**config.mk**
```make
export PLATFORM = sky130hd
export DESIGN_NAME = interval_phase_timer_flat
export DESIGN_NICKNAME = d
export VERILOG_FILES = /design/src/rtl/ipt_pkg.sv /design/src/rtl/ipt_req_if.sv /design/src/rtl/ipt_rsp_if.sv /design/src/rtl/ipt_timer_core.sv /design/src/rtl/interval_phase_timer.sv /design/src/flat_wrapper.sv
export SDC_FILE = /design/constraint.sdc
export NUM_CORES = 1
export LEC_CHECK = 0
export BUFFER_PORTS_ARGS = -buffer_cell sky130_fd_sc_hd__clkbuf_2
export CAP_MARGIN = 10
export CORE_MARGIN = 1
export CORE_UTILIZATION = 45
export DETAILED_ROUTE_END_ITERATION = 8
export GPL_ROUTABILITY_DRIVEN = 0
export GPL_TIMING_DRIVEN = 0
export PLACE_DENSITY = 0.74
export SLEW_MARGIN = 20
export SYNTH_ARGS = -nofsm -noshare
export SYNTH_HDL_FRONTEND = slang
export SYNTH_HIERARCHICAL = 1
export SYNTH_SLANG_ARGS = --single-unit
export TNS_END_PERCENT = 50
```
**constraint.sdc**
```tcl
create_clock -name clock -period 4.1 [get_ports clock]
set_clock_uncertainty 0.2 [all_clocks]
set_input_delay 0.82 -clock clock [delete_from_list [all_inputs] [get_ports clock]]
set_output_delay 0.82 -clock clock [all_outputs]
set_load 0.01 [all_outputs]
```
**src/rtl/ipt_pkg.sv**
```systemverilog
// ----------------------------------------------------------------------------
// Interval phase timer package
// Shared payload types, phase and schedule codes, and the duration table.
// ----------------------------------------------------------------------------
package ipt_pkg;

   localparam int unsigned MS_PER_MIN = 60 * 1000;
   localparam int unsigned REMAIN_W = 22;

   localparam logic [1:0] PH_FOCUS = 2'd0;
   localparam logic [1:0] PH_SHORT = 2'd1;
   localparam logic [1:0] PH_LONG  = 2'd2;

   localparam logic [1:0] SCHED_0 = 2'd0;
   localparam logic [1:0] SCHED_1 = 2'd1;
   localparam logic [1:0] SCHED_2 = 2'd2;

   localparam logic [REMAIN_W-1:0] RESET_REMAIN_MS = REMAIN_W'(25 * MS_PER_MIN);

   typedef struct packed {
      logic [15:0] elapsed_ms;
      logic        press_toggle;
      logic        press_schedule;
      logic        press_skip;
   } req_type;

   typedef struct packed {
      logic [1:0]          phase_now;
      logic [1:0]          rounds_done;
      logic                is_running;
      logic [1:0]          schedule_now;
      logic [REMAIN_W-1:0] remaining_ms;
      logic [31:0]         sessions_done;
      logic                phase_changed;
   } rsp_type;

   // Full phase length in milliseconds. An unused schedule code falls back to
   // the first schedule, and an unused phase code counts as a short break.
   function automatic logic [REMAIN_W-1:0] full_duration_ms(input logic [1:0] sched,
                                                            input logic [1:0] phase);
      logic [REMAIN_W-1:0] focus_ms;
      logic [REMAIN_W-1:0] short_ms;
      logic [REMAIN_W-1:0] long_ms;
      unique case (sched)
         SCHED_1: begin
            focus_ms = REMAIN_W'(30 * MS_PER_MIN);
            short_ms = REMAIN_W'(5 * MS_PER_MIN);
            long_ms  = REMAIN_W'(20 * MS_PER_MIN);
         end
         SCHED_2: begin
            focus_ms = REMAIN_W'(45 * MS_PER_MIN);
            short_ms = REMAIN_W'(10 * MS_PER_MIN);
            long_ms  = REMAIN_W'(20 * MS_PER_MIN);
         end
         default: begin
            focus_ms = REMAIN_W'(25 * MS_PER_MIN);
            short_ms = REMAIN_W'(5 * MS_PER_MIN);
            long_ms  = REMAIN_W'(15 * MS_PER_MIN);
         end
      endcase
      unique case (phase)
         PH_FOCUS: return focus_ms;
         PH_LONG:  return long_ms;
         default:  return short_ms;
      endcase
   endfunction

   // Schedules rotate through the three codes; the unused code steps as if it
   // were the first schedule, to the second.
   function automatic logic [1:0] next_schedule(input logic [1:0] sched);
      unique case (sched)
         SCHED_0: return SCHED_1;
         SCHED_1: return SCHED_2;
         SCHED_2: return SCHED_0;
         default: return SCHED_1;
      endcase
   endfunction

endpackage

```
**src/rtl/ipt_req_if.sv**
```systemverilog
// ----------------------------------------------------------------------------
// Interval phase timer request channel
// Valid/ready channel that carries one timer event per transaction.
// ----------------------------------------------------------------------------
interface ipt_req_if import ipt_pkg::*; ();
   logic    valid;
   logic    ready;
   req_type data;

   modport source (output valid, output data, input ready);
   modport sink (input valid, input data, output ready);
endinterface

```
**src/rtl/ipt_rsp_if.sv**
```systemverilog
// ----------------------------------------------------------------------------
// Interval phase timer response channel
// Valid/ready channel that carries the timer status after each event.
// ----------------------------------------------------------------------------
interface ipt_rsp_if import ipt_pkg::*; ();
   logic    valid;
   logic    ready;
   rsp_type data;

   modport source (output valid, output data, input ready);
   modport sink (input valid, input data, output ready);
endinterface

```
**src/rtl/ipt_timer_core.sv**
```systemverilog
// ----------------------------------------------------------------------------
// Interval phase timer core
// Holds the timer state and computes the state after one event.
// ----------------------------------------------------------------------------
module ipt_timer_core import ipt_pkg::*; #(
   parameter int unsigned ROUNDS_PER_LONG = 4
) (
   input  logic    clock,
   input  logic    reset,
   input  logic    step,
   input  req_type item,
   output rsp_type result
);

   localparam int unsigned ROUND_W = $clog2(ROUNDS_PER_LONG);

   logic [1:0]          schedule_ff, schedule_in;
   logic [1:0]          phase_ff, phase_in;
   logic [ROUND_W-1:0]  round_ff, round_in;
   logic                running_ff, running_in;
   logic [REMAIN_W-1:0] remain_ff, remain_in;
   logic [31:0]         session_ff, session_in;

   logic [REMAIN_W-1:0] elapsed_ext;
   logic [REMAIN_W-1:0] remain_tick;
   logic [REMAIN_W-1:0] remain_sched;
   logic                run_toggle;
   logic                advance;
   logic [ROUND_W:0]    round_inc;
   logic [ROUND_W+1:0]  round_show;

   always_comb begin
      elapsed_ext = REMAIN_W'(item.elapsed_ms);
      if (running_ff && remain_ff > elapsed_ext) begin
         remain_tick = remain_ff - elapsed_ext;
      end else if (running_ff) begin
         remain_tick = '0;
      end else begin
         remain_tick = remain_ff;
      end

      run_toggle = item.press_toggle ? !running_ff : running_ff;

      if (item.press_schedule && !run_toggle) begin
         schedule_in  = next_schedule(schedule_ff);
         remain_sched = full_duration_ms(schedule_in, phase_ff);
      end else begin
         schedule_in  = schedule_ff;
         remain_sched = remain_tick;
      end

      // Skip and expiry share one advance flag, so a transaction advances the phase at
      // most once; the advance leaves a full, nonzero remainder.
      advance   = item.press_skip || (run_toggle && remain_sched == '0);
      round_inc = {1'b0, round_ff} + 1'b1;

      phase_in   = phase_ff;
      round_in   = round_ff;
      session_in = session_ff;
      running_in = run_toggle;
      remain_in  = remain_sched;
      if (advance) begin
         running_in = 1'b1;
         if (phase_ff == PH_FOCUS) begin
            session_in = session_ff + 32'd1;
            if (round_inc >= (ROUND_W+1)'(ROUNDS_PER_LONG)) begin
               round_in = '0;
               phase_in = PH_LONG;
            end else begin
               round_in = round_inc[ROUND_W-1:0];
               phase_in = PH_SHORT;
            end
         end else begin
            phase_in = PH_FOCUS;
         end
         remain_in = full_duration_ms(schedule_in, phase_in);
      end

      round_show = {2'b00, round_in};

      result.phase_now     = phase_in;
      result.rounds_done   = round_show[1:0];
      result.is_running    = running_in;
      result.schedule_now  = schedule_in;
      result.remaining_ms  = remain_in;
      result.sessions_done = session_in;
      result.phase_changed = advance;
   end

   always_ff @(posedge clock) begin
      if (reset) begin
         schedule_ff <= SCHED_0;
         phase_ff    <= PH_FOCUS;
         round_ff    <= '0;
         running_ff  <= 1'b0;
         remain_ff   <= RESET_REMAIN_MS;
         session_ff  <= '0;
      end else if (step) begin
         schedule_ff <= schedule_in;
         phase_ff    <= phase_in;
         round_ff    <= round_in;
         running_ff  <= running_in;
         remain_ff   <= remain_in;
         session_ff  <= session_in;
      end
   end

endmodule

```
**src/rtl/interval_phase_timer.sv**
```systemverilog
// Timing: an accepted transaction is held in the input register, then computed by the
// core and registered in the response register, where the consumer can take it.
// Throughput: one transaction per cycle while responses are taken; the input register
// and the response register form a two-stage pipeline that advances when the slot frees.
// Reset: synchronous, clears both stages and returns the timer to a paused
// focus phase of 25 minutes on the first schedule with all counts at zero.
// ----------------------------------------------------------------------------
// Interval phase timer
// Focus/break interval timer driven by elapsed-time and button transactions.
// ----------------------------------------------------------------------------
module interval_phase_timer import ipt_pkg::*; #(
   parameter int unsigned ROUNDS_PER_LONG = 4
) (
   input  logic     clock,
   input  logic     reset,
   ipt_req_if.sink   req_if,
   ipt_rsp_if.source rsp_if
);

   logic    in_valid_ff, in_valid_in;
   req_type in_data_ff;
   logic    out_valid_ff, out_valid_in;
   rsp_type out_data_ff;
   rsp_type core_result;
   logic    accept;
   logic    advance;

   assign advance      = in_valid_ff && (!out_valid_ff || rsp_if.ready);
   assign req_if.ready = !in_valid_ff || advance;
   assign accept       = req_if.valid && req_if.ready;
   assign in_valid_in  = accept || (in_valid_ff && !advance);
   assign out_valid_in = advance || (out_valid_ff && !rsp_if.ready);

   ipt_timer_core #(
      .ROUNDS_PER_LONG(ROUNDS_PER_LONG)
   ) u_core (
      .clock (clock),
      .reset (reset),
      .step  (advance),
      .item  (in_data_ff),
      .result(core_result)
   );

   always_ff @(posedge clock) begin
      if (reset) begin
         in_valid_ff  <= 1'b0;
         out_valid_ff <= 1'b0;
      end else begin
         in_valid_ff  <= in_valid_in;
         out_valid_ff <= out_valid_in;
      end
   end

   always_ff @(posedge clock) begin
      if (accept) begin
         in_data_ff <= req_if.data;
      end
      if (advance) begin
         out_data_ff <= core_result;
      end
   end

   assign rsp_if.valid = out_valid_ff;
   assign rsp_if.data  = out_data_ff;

endmodule
```
**src/flat_wrapper.sv**
```systemverilog
// flat-port wrapper written by rule: the top's interface ports become plain ports
module interval_phase_timer_flat import ipt_pkg::*;
#(
   parameter int unsigned ROUNDS_PER_LONG = 4
)
  (clock, reset, req_if_valid, req_if_data, req_if_ready, rsp_if_valid, rsp_if_data, rsp_if_ready);
  ipt_req_if req_if_i ();
  ipt_rsp_if rsp_if_i ();
  input  logic clock;
  input  logic reset;
  input wire logic [$bits(req_if_i.valid)-1:0] req_if_valid;
  input wire logic [$bits(req_if_i.data)-1:0] req_if_data;
  output wire logic [$bits(req_if_i.ready)-1:0] req_if_ready;
  output wire logic [$bits(rsp_if_i.valid)-1:0] rsp_if_valid;
  output wire logic [$bits(rsp_if_i.data)-1:0] rsp_if_data;
  input wire logic [$bits(rsp_if_i.ready)-1:0] rsp_if_ready;
  assign req_if_i.valid = req_if_valid;
  assign req_if_i.data = req_if_data;
  assign req_if_ready = req_if_i.ready;
  assign rsp_if_valid = rsp_if_i.valid;
  assign rsp_if_data = rsp_if_i.data;
  assign rsp_if_i.ready = rsp_if_ready;
  interval_phase_timer #(.ROUNDS_PER_LONG(ROUNDS_PER_LONG)) u_core (.clock(clock), .reset(reset), .req_if(req_if_i), .rsp_if(rsp_if_i));
endmodule
```
==> impl_metrics.csv, run 1 <==
group,metric,value,unit
routing,vias,7070,
setup_path,end_kind,"flop",
layout,post_route_cells_drive_above_1_share,25.28,%
logic_synthesis,yosys-top-cells-area,"edfxtp_1, dfxtp_1, a21oi_1, xor2_1, ha_1",
pwr,pwr_density_cell,389.9,mW/mm²
layout,antenna_cells,0,
placement,dp.cells,1148,
timing,fmaxAchievable,0.2478,GHz
layout,final_area,0.009889,mm²
timing,setup_viol,0,
floorplanning,die_w,135.5,µm
logic_synthesis,yosysSeqAreaShare,46.05,%
layout,final_nets,1004,
timing,fin_tns_setup,0,ns
routing,avgRoutedWirePerCell,18.09,µm
logic_synthesis,synthesis.instances,836,
clock_network,insertion_delay,0.43,ns
logic_synthesis,synth_common_cells,"edfxtp_1, a21oi_1, dfxtp_1, nor2_1, nand2_1",
setup_path,crit_type,"flop to flop",
clock_network,cts.sinks,144,
global_routing,grt_pass1_vias,6504,
layout,post-route-util,56.98,%
floorplanning,die_y,135.5,µm
pwr,power_switching,1.014,mW
floorplanning,ios,87,
clock_network,cts_tree,"yes",
setup_path,arrival,4.02,ns
logic_synthesis,yosys_warnings,6,
timing,slew_headroom,42.66,%
logic_synthesis,synth_top_area_share,30.32,%
logic_synthesis,syn_nets,884,
placement,dp.final_hpwl,14620,µm
timing,finalCriticalPeriod,4.035,ns
routing,wirelength,21600,µm
logic_synthesis,ys_ff_latch,144,
logic_synthesis,synthesis.area,0.008021,mm²
hold_path,hold_path.class,"flop to flop",
layout,synthToLayoutAreaGrowth,23.29,%
logic_synthesis,async_flop_share,0,%
global_routing,grt_use_total,24.04,%
pwr,leakage,3.818,nW
routing,remaining_drc_errors,0,
clock_network,clkTransAtPathRegs,0.06,ns
global_routing,grt_pass1_wl,33920,µm
placement,placed_area,0.008762,mm²
logic_synthesis,ys_types,72,
logic_synthesis,synth_largest_area_cell,"edfxtp_1",
logic_synthesis,yosysMostFrequentCell,"edfxtp_1",
floorplanning,die-area,0.01836,mm²
setup_path,crit_fanout,10,
routing,dr.pass1.iters,5,
floorplanning,coreArea,0.01736,mm²
setup_path,startpoint_type,"flop",
timing,worst_slack,0.06481,ns
pwr,switching_share,26.30,%
timing,rsz0062_at_grt,"true",
timing,worstMarginPinSlew,0.8601,ns
pwr,seqPwrFrac,42.4,%
clock_network,cts-root-buf,"clkbuf_16",
clock_network,clock_path_buffers,2,
logic_synthesis,synth_ff_type,"edfxtp_1",
pwr,vdd_drop_max,0.3402,mV
routing,ant_nets,0,
pwr,clock_power_share,42.8,%
global_routing,antenna_found_initial,0,
status,status,"completed",
placement,portBuffers,86,
pwr,share_comb_of_total_power,14.9,%
timing,final_hold_viol_count,0,
logic_synthesis,syn_area_per_cell,9.595,µm²
pwr,p_total,3.856,mW
job,cap_violations,0,
clock_network,cts_htree_levels,4,
setup_path,crit_required,4.08,ns
timing,min_period_over_period,98.42,%
routing,drtIter0Drc,763,
timing,hold_slack,0.2758,ns
floorplanning,start_util,46.22,%
layout,final_cells,1194,
placement,pre_cts_ws,-0.4412,ns
timing,drv_slew,0,
clock_network,cts_inserted_buffers,17,
global_routing,grt_overflow,0,
logic_synthesis,synth_edf_count,81,
floorplanning,std_cell_rows,48,
pwr,p_int,2.842,mW
routing,vias_per_cell,5.921,
global_routing,grt_max_degree,55,
[power by group through the flow]
stage	Combinational (mW)	Sequential [mW]	Clock, mW
after floorplan	0.329	1.67	0
after global routing	0.626	1.64	1.73
after detailed placement	0.501	1.66	0
final	0.573	1.63	1.65
after global placement	0.494	1.66	0
after CTS	0.522	1.63	1.67
[per-layer routing]
layer | track usage, % | wire [µm] | part of all wire, %
met3 | 4.265 | 1791 | 8.3
met5 | 0 | 0 | 0
met2 | 34.87 | 9580 | 44
met1 | 34.45 | 9546 | 44
met4 | 11.49 | 677 | 3.1
[registers in the layout (all words and copies together), names as in the netlist]
signal and cells:
u_core/u_core/schedule_ff 2, u_core/rsp_if.valid 1, u_core/in_data_ff 19, u_core/in_valid_ff 1
u_core/u_core/remain_ff 22, u_core/rsp_if.data 62, u_core/u_core/phase_ff 2, u_core/u_core/running_ff 1
u_core/u_core/session_ff 32, u_core/u_core/round_ff 2
[path summary, 6_finish.rpt]
path	slack, ns	end	from	cells past startpoint
hold reg to reg	0.28	u_core/u_core/session_ff[30]	u_core/u_core/session_ff[30]	2
setup / recovery	0.06	u_core/rsp_if.data[2]	u_core/u_core/remain_ff[11]	15
hold / removal	0.28	u_core/u_core/session_ff[30]	u_core/u_core/session_ff[30]	2
setup reg to reg	0.06	u_core/rsp_if.data[2]	u_core/u_core/remain_ff[11]	15
[what timing repair did]
action	in CTS	in global routing
gates resized for setup	28	74
cloned	0	1
setup buffers	6	8
setup endpoints to repair	97	94
hold buffers	0	0
pin swaps	5	14
[worst max-delay path, cell delays in order, from the launching register on]
cell and delay, ns:
dfxtp_2 0.35, ha_1 0.30, buf_6 0.13, nand4_1 0.13
or3_4 0.44, nor4_4 0.41, buf_4 0.20, buf_4 0.11
o41ai_2 0.07, nand2_1 0.12, nand3_1 0.09, o31a_1 0.41
buf_6 0.18, buf_6 0.15, nor2_4 0.15, mux2_2 0.35
[cells by family (layout without fill, tap and decap cells)]
kind of cell,after synthesis,after routing,share of synthesized area (%)
mux,17,17,2.355
buf+inv,95,228,4.960
flops,144,144,46.05
fa+ha+maj,25,25,3.993
xor+xnor,49,49,5.350
simple gates,298,298,20.90
compound gates,208,208,16.39
[final cells by class]
class,instances,area [µm²]
clock inverters,10,146.4
fillers,1482,7467
inverters,42,157.7
well taps,225,281.5
repair buffers,102,568.0
plain buffers,52,311.5
clock buffers,22,485.5
multi-input cells,597,4240
flip-flops and latches,144,3699
[placed cells by master, fill, tap and decap left out, drive strengths merged, types with 4 or more instances in the layout]
master,count
xnor2,14
dfxtp,63
o31ai,24
nand4b,4
o21a,5
xor2,35
nand3,41
nor2,56
o41ai,4
or2,5
nor2b,14
and3,19
nor4,16
inv,45
nand2,52
a31oi,6
or4,20
buf,36
or3,9
o32ai,4
mux2,15
and2,10
ha,24
nand3b,4
a21o,7
nand2b,7
clkbuf,140
nor3,24
a21oi,71
edfxtp,81
o21ai,45
a211oi,6
nand4,10
Note: power is estimated with default switching activity, not from simulation.
==> run 2: changes to the inputs <==
--- a/config.mk
+++ b/config.mk
@@ -12,7 +12,7 @@
 export DETAILED_ROUTE_END_ITERATION = 8
 export GPL_ROUTABILITY_DRIVEN = 0
 export GPL_TIMING_DRIVEN = 0
-export PLACE_DENSITY = 0.74
+export PLACE_DENSITY = 0.72
 export SLEW_MARGIN = 20
 export SYNTH_ARGS = -nofsm -noshare
 export SYNTH_HDL_FRONTEND = slang
==> constraint.sdc (replaced) <==
create_clock -name clock -period 3.9 [get_ports clock]
set_clock_uncertainty 0.2 [all_clocks]
set_input_delay 0.78 -clock clock [delete_from_list [all_inputs] [get_ports clock]]
set_output_delay 0.78 -clock clock [all_outputs]
set_load 0.01 [all_outputs]
==> impl_metrics.csv, run 2 (same netlist as run 1, synthesis figures left out) <==
group,metric,value,unit
floorplanning,start_util,46.22,%
layout,final_cell_mix,"clkbuf_2, edfxtp_1, a21oi_1, dfxtp_1, nor2_1",
floorplanning,ios,87,
timing,setup_viol,0,
routing,dr.max_layer_used,"met4",
routing,wirelength,23040,µm
clock_network,cts_tree,"yes",
routing,vias,7297,
timing,worstMarginPinSlew,0.9813,ns
layout,post_route_cells_drive_above_1_share,30.89,%
layout,final_nets,1019,
placement,placed_area,0.008755,mm²
setup_path,reg2regPathDepth,13,
placement,dp.final_hpwl,14980,µm
timing,fmaxAchievable,0.2569,GHz
global_routing,grt_pass1_vias,6703,
pwr,p_total,4.138,mW
routing,dr_wl_met3,1633,µm
hold_path,whs_path_depth,2,
floorplanning,coreArea,0.01736,mm²
pwr,leakage,3.939,nW
pwr,vdd_drop_max,0.3479,mV
pwr,clock_power_share,42.1,%
status,status,"completed",
global_routing,grt_overflow,0,
timing,final_hold_viol_count,0,
global_routing,grt_pass1_wl,35090,µm
clock_network,clkTransAtPathRegs,0.06,ns
job,cap_violations,0,
floorplanning,die-area,0.01836,mm²
hold_path,hold_path.class,"flop to flop",
timing,finalCriticalPeriod,3.893,ns
clock_network,insertion_delay,0.44,ns
setup_path,crit_fanout,10,
clock_network,cts_inserted_buffers,17,
layout,antenna_cells,0,
setup_path,reg2reg_slack,0.007,ns
pwr,share_comb_of_total_power,16.3,%
pwr,switching_share,27.33,%
floorplanning,std_cell_rows,48,
global_routing,grt_max_degree,39,
pwr,p_int,3.007,mW
global_routing,grt_use_total,25.13,%
layout,final_cells,1209,
setup_path,crit_type,"flop to flop",
routing,remaining_drc_errors,0,
timing,slew_headroom,34.58,%
clock_network,cts-root-buf,"clkbuf_16",
global_routing,antenna_found_initial,0,
layout,mostFrequentLayoutCell,"clkbuf_2",
timing,rsz0062_at_grt,"true",
layout,largest_reg_flops,62,
pwr,seqPwrFrac,41.6,%
routing,vias_per_cell,6.036,
routing,wl_met1,10270,µm
setup_path,startpoint_type,"flop",
pwr,power_switching,1.131,mW
routing,drtIter0Drc,731,
routing,dr_wl_met2,10340,µm
routing,avgRoutedWirePerCell,19.06,µm
placement,portBuffers,86,
setup_path,end_kind,"flop",
floorplanning,die_y,135.5,µm
timing,drv_slew,0,
setup_path,arrival,4.02,ns
clock_network,cts_htree_levels,4,
routing,ant_nets,0,
clock_network,clock_path_buffers,2,
pwr,pwr_density_cell,399.4,mW/mm²
timing,min_period_over_period,99.83,%
clock_network,cts.sinks,144,
placement,dp.cells,1148,
layout,final_area,0.01036,mm²
timing,fin_tns_setup,0,ns
floorplanning,die_w,135.5,µm
routing,dr.pass1.iters,5,
setup_path,crit_required,4.02,ns
layout,synthToLayoutAreaGrowth,29.17,%
run 2: per-stage QoR:
step                      hold slack, ns  setup WS [ns]  utilization, %
after global placement            0.2584        -0.6775           50.32
after global routing              0.3086        -0.1320           59.70
after detailed placement          0.2745        -0.6752           50.44
final                             0.2874       0.006772           59.70
after CTS                         0.2833    0.000006217           56.31
after floorplan                   0.2519        0.08841               -
run 2: per-layer routing:
| metal | up-vias | global-route usage [%] |
|---|---|---|
| met5 | - | 0 |
| met4 | 0 | 13.42 |
| met3 | 67 | 4.340 |
| met2 | 340 | 36.61 |
| met1 | 3515 | 35.39 |
| li1 | 3375 | - |
run 2: cell type report:
class | count | area (µm²)
clock inverters | 11 | 151.4
clock buffers | 21 | 471.7
multi-input cells | 597 | 4588
flip-flops and latches | 144 | 3702
fillers | 1403 | 6995
well taps | 225 | 281.5
repair buffers | 118 | 683.2
inverters | 42 | 157.7
plain buffers | 51 | 325.3
run 2: power by group through the flow:
stage / clock, mW / sequential [mW] / combinational (mW)
floorplan: 0 / 1.75 / 0.346
global placement: 0 / 1.75 / 0.521
detailed placement: 0 / 1.75 / 0.529
CTS: 1.75 / 1.72 / 0.589
global route: 1.81 / 1.72 / 0.731
finish: 1.74 / 1.72 / 0.675
run 2: worst paths after layout:
check                                    start                           end
setup / recovery   u_core/u_core/remain_ff[11]    u_core/u_core/remain_ff[9]
hold / removal    u_core/u_core/session_ff[30]  u_core/u_core/session_ff[30]
setup reg to reg   u_core/u_core/remain_ff[11]    u_core/u_core/remain_ff[9]
hold reg to reg   u_core/u_core/session_ff[30]  u_core/u_core/session_ff[30]
run 2: critical path: stages (launching register included):
cell and delay [ns]:
dfxtp_2 0.37, ha_4 0.27, buf_6 0.10, nand4_1 0.13, or3_4 0.44, o2111a_2 0.35
o41ai_2 0.36, nand2_1 0.15, nand3_2 0.12, o31a_1 0.32, buf_6 0.18, buf_4 0.27
nand2_1 0.13, a221o_1 0.37
run 2: repair_timing:
item / 4_1_cts / 5_1_grt
setup endpoints to repair: 117 / 110
resized for setup: 65 / 109
setup buffers: 19 / 12
hold buffers: 0 / 0
pin swaps: 11 / 42
gates cloned: 0 / 0
